==> src/rtl/jsu_pkg.sv <==
// Types and codes shared by the JSON string unescaper modules.
package jsu_pkg;

    localparam int MAX_RES = 5;
    localparam int RES_CNT_W = $clog2(MAX_RES + 1);

    typedef enum logic [3:0] {
        MODE_IDLE    = 4'd0,
        MODE_STR     = 4'd1,
        MODE_ESC     = 4'd2,
        MODE_HEX     = 4'd3,
        MODE_SURR_BS = 4'd4,
        MODE_SURR_U  = 4'd5,
        MODE_LOW_HEX = 4'd6,
        MODE_STOP    = 4'd7
    } mode_t;

    typedef enum logic [3:0] {
        ST_DATA         = 4'd0,
        ST_DONE         = 4'd1,
        ST_UNTERMINATED = 4'd2,
        ST_CONTROL      = 4'd3,
        ST_BAD_ESCAPE   = 4'd4,
        ST_BAD_HEX      = 4'd5,
        ST_NO_LOW       = 4'd6,
        ST_LONE_LOW     = 4'd7,
        ST_NO_QUOTE     = 4'd8
    } status_t;

    typedef struct packed {
        mode_t       mode;
        logic [15:0] hex_accum;
        logic [1:0]  hex_count;
        logic [9:0]  high_half;
    } dec_state_t;

    typedef struct packed {
        logic [RES_CNT_W-1:0]       count;
        logic [MAX_RES-1:0][7:0]    data;
        status_t [MAX_RES-1:0]      status;
    } res_set_t;

endpackage

==> src/rtl/jsu_decode.sv <==
// Per-byte decode: next decoder state and the list of results for one input byte.
module jsu_decode
    import jsu_pkg::*;
(
    input  dec_state_t state,
    input  logic [7:0] in_byte,
    input  logic       end_of_input,
    output dec_state_t state_next,
    output res_set_t   results
);

    logic        digit_ok;
    logic [3:0]  digit;
    logic [15:0] acc;
    logic [20:0] cp;
    logic        emit_cp;
    logic        emit_raw;
    logic [7:0]  raw_byte;
    logic        term;
    status_t     term_status;
    logic [2:0]  data_n;
    logic [3:0][7:0] data_bytes;

    always_comb
    begin
        digit_ok = 1'b1;
        digit    = 4'd0;
        if (in_byte inside {["0":"9"]})
            digit = in_byte[3:0];
        else if (in_byte inside {["a":"f"], ["A":"F"]})
            digit = in_byte[3:0] + 4'd9;
        else
            digit_ok = 1'b0;
    end

    assign acc = {state.hex_accum[11:0], digit};

    always_comb
    begin
        state_next  = state;
        cp          = 21'd0;
        emit_cp     = 1'b0;
        emit_raw    = 1'b0;
        raw_byte    = 8'd0;
        term        = 1'b0;
        term_status = ST_DATA;

        case (state.mode)
            MODE_IDLE:
            begin
                if (in_byte == "\"")
                    state_next.mode = MODE_STR;
                else
                begin
                    term        = 1'b1;
                    term_status = ST_NO_QUOTE;
                end
            end
            MODE_STR:
            begin
                if (in_byte == "\"")
                begin
                    term        = 1'b1;
                    term_status = ST_DONE;
                end
                else if (in_byte == "\\")
                    state_next.mode = MODE_ESC;
                else if (in_byte < 8'h20)
                begin
                    term        = 1'b1;
                    term_status = ST_CONTROL;
                end
                else
                begin
                    emit_raw = 1'b1;
                    raw_byte = in_byte;
                end
            end
            MODE_ESC:
            begin
                emit_raw = 1'b1;
                case (in_byte)
                    "\"": raw_byte = 8'h22;
                    "\\": raw_byte = 8'h5C;
                    "/":  raw_byte = 8'h2F;
                    "n":  raw_byte = 8'h0A;
                    "t":  raw_byte = 8'h09;
                    "r":  raw_byte = 8'h0D;
                    "b":  raw_byte = 8'h08;
                    "f":  raw_byte = 8'h0C;
                    "u":
                    begin
                        emit_raw             = 1'b0;
                        state_next.mode      = MODE_HEX;
                        state_next.hex_accum = 16'd0;
                        state_next.hex_count = 2'd0;
                    end
                    default:
                    begin
                        emit_raw    = 1'b0;
                        term        = 1'b1;
                        term_status = ST_BAD_ESCAPE;
                    end
                endcase
                if (emit_raw)
                    state_next.mode = MODE_STR;
            end
            MODE_HEX, MODE_LOW_HEX:
            begin
                if (!digit_ok)
                begin
                    term        = 1'b1;
                    term_status = (state.mode == MODE_HEX) ? ST_BAD_HEX : ST_NO_LOW;
                end
                else
                begin
                    state_next.hex_accum = acc;
                    if (state.hex_count != 2'd3)
                        state_next.hex_count = state.hex_count + 2'd1;
                    else
                    begin
                        state_next.hex_count = 2'd0;
                        if (state.mode == MODE_HEX)
                        begin
                            if (acc inside {[16'hD800:16'hDBFF]})
                            begin
                                state_next.high_half = acc[9:0];
                                state_next.mode      = MODE_SURR_BS;
                            end
                            else if (acc inside {[16'hDC00:16'hDFFF]})
                            begin
                                term        = 1'b1;
                                term_status = ST_LONE_LOW;
                            end
                            else
                            begin
                                emit_cp         = 1'b1;
                                cp              = {5'd0, acc};
                                state_next.mode = MODE_STR;
                            end
                        end
                        else if (acc inside {[16'hDC00:16'hDFFF]})
                        begin
                            emit_cp         = 1'b1;
                            cp              = 21'h10000 + {1'b0, state.high_half, acc[9:0]};
                            state_next.mode = MODE_STR;
                        end
                        else
                        begin
                            term        = 1'b1;
                            term_status = ST_NO_LOW;
                        end
                    end
                end
            end
            MODE_SURR_BS:
            begin
                if (in_byte == "\\")
                    state_next.mode = MODE_SURR_U;
                else
                begin
                    term        = 1'b1;
                    term_status = ST_NO_LOW;
                end
            end
            MODE_SURR_U:
            begin
                if (in_byte == "u")
                begin
                    state_next.mode      = MODE_LOW_HEX;
                    state_next.hex_accum = 16'd0;
                    state_next.hex_count = 2'd0;
                end
                else
                begin
                    term        = 1'b1;
                    term_status = ST_NO_LOW;
                end
            end
            default:
                state_next.mode = MODE_STOP;
        endcase

        // Errors and the closing quote stop the block; otherwise end of input
        // closes an open string with a status that depends on where it stopped.
        if (term)
            state_next.mode = MODE_STOP;
        else if (end_of_input && state_next.mode != MODE_STOP)
        begin
            term = 1'b1;
            if (state_next.mode == MODE_HEX)
                term_status = ST_BAD_HEX;
            else if (state_next.mode == MODE_SURR_BS || state_next.mode == MODE_SURR_U ||
                     state_next.mode == MODE_LOW_HEX)
                term_status = ST_NO_LOW;
            else
                term_status = ST_UNTERMINATED;
            state_next.mode = MODE_STOP;
        end
    end

    // UTF-8 encode
    always_comb
    begin
        data_n     = 3'd0;
        data_bytes = '0;
        if (emit_raw)
        begin
            data_n        = 3'd1;
            data_bytes[0] = raw_byte;
        end
        else if (emit_cp)
        begin
            if (cp < 21'h80)
            begin
                data_n        = 3'd1;
                data_bytes[0] = cp[7:0];
            end
            else if (cp < 21'h800)
            begin
                data_n        = 3'd2;
                data_bytes[0] = {3'b110, cp[10:6]};
                data_bytes[1] = {2'b10, cp[5:0]};
            end
            else if (cp < 21'h10000)
            begin
                data_n        = 3'd3;
                data_bytes[0] = {4'b1110, cp[15:12]};
                data_bytes[1] = {2'b10, cp[11:6]};
                data_bytes[2] = {2'b10, cp[5:0]};
            end
            else
            begin
                data_n        = 3'd4;
                data_bytes[0] = {5'b11110, cp[20:18]};
                data_bytes[1] = {2'b10, cp[17:12]};
                data_bytes[2] = {2'b10, cp[11:6]};
                data_bytes[3] = {2'b10, cp[5:0]};
            end
        end
    end

    always_comb
    begin
        results.count = RES_CNT_W'(data_n) + RES_CNT_W'(term);
        for (int i = 0; i < MAX_RES; i++)
        begin
            results.data[i]   = 8'd0;
            results.status[i] = ST_DATA;
            if (i < 4 && 3'(i) < data_n)
                results.data[i] = data_bytes[i[1:0]];
            else if (3'(i) == data_n)
                results.status[i] = term_status;
        end
    end

endmodule

==> src/rtl/json_string_unescape.sv <==
// JSON string unescaper top level: input register, decode, result buffer.
// A byte's results pass through the input register and then the result buffer.
// Throughput: one input byte per cycle while each byte gives at most one result
// and m_tready is high; a byte giving more results (up to five) holds the next byte
// until the single result buffer, draining one result per cycle while m_tready is high, has sent them.
// Reset: rst_n clears the decoder to await the opening quote and empties both stages.
module json_string_unescape
    import jsu_pkg::*;
(
    input  logic       clk,
    input  logic       rst_n,
    input  logic       s_tvalid,
    output logic       s_tready,
    input  logic [7:0] s_tdata,   // [7:0] in_byte
    input  logic       s_tlast,   // end_of_input
    output logic       m_tvalid,
    input  logic       m_tready,
    output logic [7:0] m_tdata,   // [7:0] out_byte
    output logic [3:0] m_tuser,   // [3:0] status
    output logic       m_tlast    // last_of_run
);

    logic                 in_valid_reg;
    logic [7:0]           in_byte_reg;
    logic                 in_last_reg;
    dec_state_t           state_reg;
    dec_state_t           state_next;
    res_set_t             res_next;
    res_set_t             res_reg;
    logic [RES_CNT_W-1:0] cnt_reg;
    logic [RES_CNT_W-1:0] idx_reg;
    logic                 buf_free;
    logic                 load;
    logic                 s_xfer;
    logic                 m_xfer;
    logic                 last_one;

    jsu_decode u_decode (
        .state        (state_reg),
        .in_byte      (in_byte_reg),
        .end_of_input (in_last_reg),
        .state_next   (state_next),
        .results      (res_next)
    );

    assign m_tvalid = (idx_reg != cnt_reg);
    assign last_one = (idx_reg + RES_CNT_W'(1) == cnt_reg);
    assign m_xfer   = m_tvalid && m_tready;
    assign buf_free = !m_tvalid || (m_tready && last_one);
    assign load     = in_valid_reg && buf_free;
    assign s_tready = !in_valid_reg || load;
    assign s_xfer   = s_tvalid && s_tready;

    always_comb
    begin
        m_tdata = 8'd0;
        m_tuser = ST_DATA;
        m_tlast = 1'b0;
        if (m_tvalid)
        begin
            m_tdata = res_reg.data[idx_reg];
            m_tuser = res_reg.status[idx_reg];
            m_tlast = last_one;
        end
    end

    always_ff @(posedge clk or negedge rst_n)
    begin
        if (!rst_n)
        begin
            in_valid_reg        <= 1'b0;
            cnt_reg             <= '0;
            idx_reg             <= '0;
            state_reg.mode      <= MODE_IDLE;
            state_reg.hex_accum <= 16'd0;
            state_reg.hex_count <= 2'd0;
            state_reg.high_half <= 10'd0;
        end
        else
        begin
            if (s_xfer)
                in_valid_reg <= 1'b1;
            else if (load)
                in_valid_reg <= 1'b0;

            // Advance the decoder and refill the result buffer as one step.
            if (load)
            begin
                state_reg <= state_next;
                cnt_reg   <= res_next.count;
                idx_reg   <= '0;
            end
            else if (m_xfer)
                idx_reg <= idx_reg + RES_CNT_W'(1);
        end
    end

    always_ff @(posedge clk)
    begin
        if (s_xfer)
        begin
            in_byte_reg <= s_tdata;
            in_last_reg <= s_tlast;
        end
        if (load)
            res_reg <= res_next;
    end

endmodule
==> config.mk <==
export PLATFORM = sky130hd
export DESIGN_NAME = json_string_unescape
export DESIGN_NICKNAME = d
export VERILOG_FILES = /design/src/rtl/jsu_pkg.sv /design/src/rtl/jsu_decode.sv /design/src/rtl/json_string_unescape.sv
export SDC_FILE = /design/constraint.sdc
export NUM_CORES = 1
export LEC_CHECK = 0
export ABC_AREA = 1
export BUFFER_PORTS_ARGS = -buffer_cell sky130_fd_sc_hd__buf_4
export CAP_MARGIN = 10
export CORE_UTILIZATION = 35
export CTS_CLUSTER_DIAMETER = 50
export DETAILED_ROUTE_END_ITERATION = 10
export HOLD_SLACK_MARGIN = 0.15
export PLACE_DENSITY = 0.47
export SETUP_SLACK_MARGIN = 0.15
export SYNTH_ARGS = -nofsm -noshare
export SYNTH_HDL_FRONTEND = slang
export SYNTH_HIERARCHICAL = 1
export SYNTH_SLANG_ARGS = --single-unit
==> constraint.sdc <==
create_clock -name clk -period 3.4 [get_ports clk]
set_clock_uncertainty 0.1 [all_clocks]
set_input_delay 0.68 -clock clk [delete_from_list [all_inputs] [get_ports clk]]
set_output_delay 0.68 -clock clk [all_outputs]
set_load 0.02 [all_outputs]
==> results of run 1 <==
[per-layer routing]
metal | part of all wire (%) | vias up | routed length, um | GRT usage, %
met5 | 0 | - | 0 | 0
met4 | 1.3 | 0 | 242 | 5.61
met3 | 3.2 | 14 | 579 | 3.09
met2 | 46 | 110 | 8310 | 30.6
met1 | 50 | 2573 | 9110 | 26.5
li1 | - | 2920 | - | -
[cells in the final DEF (no fill, tap or decap), types with 3 or more instances in the layout]
master     count
o22ai_1       14
nor3_1         8
a211oi_2       4
edfxtp_1      69
nor2_4         6
nand2_1      231
nand4_1        9
nand3_2        6
nand2_4        4
buf_4         48
a31oi_1        3
dfrtp_1       35
conb_1        24
a21oi_1       29
inv_2         16
o21ai_0       67
nand3b_1       4
o21ai_1        4
xor2_1         4
nor2_1       103
nand3_4        4
nand3_1       77
inv_1         79
nor2_2         8
clkbuf_16      9
ha_1           8
nand2_2       11
[worst min-delay path by stage]
stage                    endpoint    startpoint  cells past startpoint  slack, ns
finish              state_reg[16]         rst_n                      1       0.19
CTS                 state_reg[12]         rst_n                      1       0.20
detailed placement   state_reg[4]  state_reg[4]                      2       0.36
global route         state_reg[5]         rst_n                      1       0.22
floorplan              cnt_reg[0]         rst_n                      0       0.28
global placement     state_reg[0]  state_reg[0]                      2       0.36
[critical path, cell delays in order, from the launching register on]
cell and delay [ns]:
edfxtp_1 0.45, inv_2 0.11, ha_2 0.19, inv_1 0.05
nand2_1 0.05, nand2_1 0.07, nand2_2 0.07, nand2_4 0.09
nand2_8 0.14, nand2_4 0.12, nor2_4 0.22, o211ai_1 0.20
nand3_4 0.14, a31oi_1 0.06, nand2_1 0.09, nand2_1 0.08
ha_1 0.19, ha_1 0.20, xor2_1 0.15, nand3_1 0.09
nand2_1 0.05
[final cells by class]
type / instances / area [um2] / area share (%)
Clock buffer: 10 / 229 / 3.04
Clock inverter: 6 / 62.6 / 0.832
Timing Repair Buffer: 50 / 400 / 5.32
Sequential cell: 104 / 2950 / 39.2
Tap cell: 260 / 325 / 4.33
Inverter: 97 / 368 / 4.89
Multi-Input combinational cell: 648 / 3190 / 42.4
[per-stage QoR]
stage	utilization [%]	std cells	total power, mW	hold slack [ns]	setup WS [ns]
after floorplan	-	907	4.28	0.284	0.243
after global placement	38.1	1155	5.34	0.357	0.251
after detailed placement	38.1	1155	5.33	0.361	0.108
after CTS	39.6	1171	6.40	0.197	0.219
after global routing	39.9	1175	6.84	0.220	0.174
final	39.9	1175	6.32	0.187	0.351
[where the power goes]
group / leakage [nW] / switching [mW] / internal, mW
clock: 0.142 / 0.523 / 0.518
sequential: 1.13 / 0.199 / 1.92
combinational: 2.20 / 2.19 / 0.968
total: 3.48 / 2.91 / 3.41
[what timing repair did]
item,in CTS,in global routing
setup buffers,0,4
pin swaps,0,2
resized for setup,1,8
setup endpoints to repair,1,7
==> metrics.txt, run 1 <==
status finished, final reports clean; vias in the first global route about 5.3k; Area growth syn-to-layout 11.2%; ANT cells 0; proportion of layout cells with a drive suffix above 1 between 10 and 15%; Vias 5,617; crit-path max FO 15; Setup Viol. Count Final 0; Worst-path clk slew approximately 0.08 ns; CTS H-tree lvls 3; Arrival @ worst endpoint ~3.2 ns; Reg-to-Reg End cnt_reg[2]; Area after DPL about 0.0072 mm2; chip height about 140 um; clock buffer depth 2; Residual DRC 0; Largest register FFs 60; R2R cell count 20; IO Count 28; I/O Buffers 27; Initial Util between 30% and 40%; CP startpoint in_byte_reg[1]; Worst setup EP type flip-flop; DP HPWL 13,300 um; achievable clock frequency 328 MHz; Nets 932; Warnings, synthesis 6; fin area about 0.0075 mm2; type of origin of the critical path flip-flop; setup slack, reg-to-reg ~0.35 ns; setup TNS 0 ns; post-DR vias/cell roughly 4.8; Max Slew Vio Count 0; clock buffer count from CTS 9; filler cell count between 1.5k and 2k; hold_buf cts 0; die width ~140 um; Worst Path Required 3.55 ns; Routed WL per cell roughly 16 um; first-pass GRT wire length about 29,000 um; fin crit share between 80 and 90%; RSZ-0062 raised after global routing false; VDD IR max 0.000531 V; pwr dens about 840 mW/mm2; Slew Limit Headroom between 40% and 50%; Pleak 3.48 nW; total global routing overflow 0; GRT Util Overall between 10% and 20%; clock root buffer clkbuf_16; RePlAce Congestion just under 0.9; Crit Path Class flip-flop to flip-flop; final wirelength between 15,000 and 20,000 um; worst slew pin tran between 0.7 and 0.8 ns; Mapped Area 0.00677 mm2; clk_lat worst skew 0.36 ns; CTS tree yes; die area roughly 0.020 mm2; R2R Path Start in_byte_reg[1]; worst setup path end cnt_reg[2]; largest net degree at the start of global routing 36; worst min-delay path class input port to async pin; Core Area between 0.015 and 0.02 mm2; initial antenna violation count 0; Max-Cap Viols 0; FP Rows 50; Mapped Cells 884; syn avg cell area 7.65 um2; ANT nets after route 0; 1st-pass router iterations 5; drt initial violations around 400; clock sinks about 100; Hold Vio Cnt, Final 0; min Tclk post-route a little over 3 ns
No activity file was read; power rests on OpenSTA's default activity.
==> run 2: changes to the inputs <==
ABC_AREA = 0   (was 1)
==> run 2 against run 1 <==
  * The run now ends with DRC left
  * Register-to-register slack got worse by 0.04 ns
  * First-iteration DRC count is 33% lower
  * Worst hold slack gained 0.0020 ns
  * Sequential share of layout area grew 0.17 points
  * Non-clock buffer count is 26 higher
  * Via count fell by 13%
  * Synthesized cell count down 33%
  * Sequential power is 20% lower
  * Wire length decreased by 6.5%
  * Combinational power is 74% lower
  * Clock-buffer cell count stayed put
  * Largest power group is now registers
==> metrics.txt, run 2 <==
Slew Limit Headroom 55.2%; Reg area 0.00295 mm2; Crit Path Class flip-flop to flip-flop; clk_lat worst skew about 0.36 ns; ANT cells 0; total global routing overflow 0; Top delay family on crit path adder cells; worst path bufs/invs 1; Max Slew Vio Count 0; crit-path max FO 7; largest net degree at the start of global routing 36; worst slew pin tran about 0.67 ns; final wirelength 17,100 um; IO Count 28; Warnings, synthesis 6; chip height approximately 140 um; CTS tree yes; clock buffer depth 2; GRT Util Overall a little under a fifth; clock sinks roughly 100; Crit-path slowest cell edfxtp_1; RePlAce Congestion slightly below 0.9; Area growth syn-to-layout 13.9%; Worst Path Required 3.54 ns; Worst setup EP type flip-flop; setup TNS 0 ns; Initial Util a little over a third; Multi-input gate area around 0.0033 mm2; Residual DRC 2; VDD IR max roughly 0.00022 V; crit-path max cell delay roughly 0.44 ns; Pleak around 3.0 nW; vias in the first global route ~4.7k; Hold Vio Cnt, Final 0; CTS H-tree lvls 3; initial antenna violation count 0; I/O Buffers 27; Worst-path clk slew approximately 0.080 ns; proportion of layout cells with a drive suffix above 1 approximately a quarter; Mapped Cells 592; status finished, violations left; final core occ between 40% and 50%; die width roughly 140 um; achievable clock frequency around 320 MHz; Mapped Area ~0.0066 mm2; most common cell after layout, fill and taps aside buf_4; clock root buffer clkbuf_16; Max-Cap Viols 0; Core Area between 0.015 and 0.02 mm2; type of origin of the critical path flip-flop; DP HPWL 12,600 um; drt initial violations about 280; min Tclk post-route 3.09 ns; 1st-pass router iterations 8; syn avg cell area about 11 um2; Setup Viol. Count Final 0; worst min-delay path class input port to async pin; Largest register FFs 60; RSZ-0062 raised after global routing false; post-DR vias/cell 5.61; hold_buf cts 0; pwr dens ~490 mW/mm2; Vias 4,895; Routed WL per cell 19.6 um; filler cell count ~1.8k; Arrival @ worst endpoint about 3.2 ns; FP Rows 49; most frequent cells in the layout buf_4 (74), edfxtp_1 (69), nand2_1 (55); die area 0.0194 mm2; failing checks DRC; crit path cell chain inv_1 > ha_2 > nand3_1 > or2_4 > o2111a_1 > a211oi_2 > o21a_1 > nand3_1 > ha_1 > ha_1 > xnor2_1 > mux2_4; ANT nets after route 0; fin crit share 90.9%; Nets 660; clock buffer count from CTS 9; first-pass GRT wire length 27,000 um
==> run 2: layer usage <==
layer	global-route usage [%]	part of all wire [%]	up-vias
met2	29.4	47	149
met4	6.26	1.8	0
met5	0	0	-
met3	2.62	4.1	17
li1	-	-	2298
met1	25.1	48	2431
==> run 2: path summary, 6_finish.rpt <==
path                                 from        endpoint  slack [ns]  cells after the start
max                        in_byte_reg[0]      cnt_reg[2]        0.31                     12
min in group clk               s_tdata[6]  in_byte_reg[6]        0.40                      1
max reg2reg                in_byte_reg[0]      cnt_reg[2]        0.31                     12
min reg2reg                 state_reg[19]   state_reg[19]        0.45                      1
min                                 rst_n   state_reg[21]        0.19                      1
max in group asynchronous           rst_n      idx_reg[0]        2.61                      1
==> run 2: layout make-up <==
cell class                 count  share of cell area [%]
timing repair buffer          76                    7.95
clock inverter                 6                    1.35
inverter                      15                   0.752
multi-input combinational    432                    43.7
tap                          229                    3.82
clock buffer                  10                    3.06
sequential                   104                    39.4
==> run 2: what timing repair did <==
| action | in CTS | in global routing |
|---|---|---|
| buffers inserted | 0 | 4 |
| endpoints found under the setup margin | 0 | 3 |
| resized for setup | 0 | 7 |
==> run 2: worst register-to-register path: stages, from the launching register on <==
cell	delay, ns
edfxtp_1	0.44
inv_1	0.11
ha_2	0.24
nand3_1	0.13
or2_4	0.30
o2111a_1	0.27
a211oi_2	0.24
o21a_1	0.18
nand3_1	0.15
ha_1	0.25
ha_1	0.20
xnor2_1	0.12
mux2_4	0.26
==> run 2: through the flow <==
step                power [mW]  hold WS, ns  area, um2  instances  worst slack [ns]
global route              3.85        0.218       7490        872             0.100
detailed placement        2.54        0.425       7100        852             0.207
CTS                       3.73        0.199       7430        868             0.180
floorplan                 2.30        0.284       6670        615             0.239
global placement          2.53        0.422       7100        852             0.234
finish                    3.68        0.189       7490        872             0.309
==> run 2: where the power goes <==
part / leakage (nW) / internal (mW) / switching [mW]
Clock: 0.156 / 0.658 / 0.505
Sequential: 1.16 / 1.57 / 0.124
Combinational: 1.66 / 0.365 / 0.449
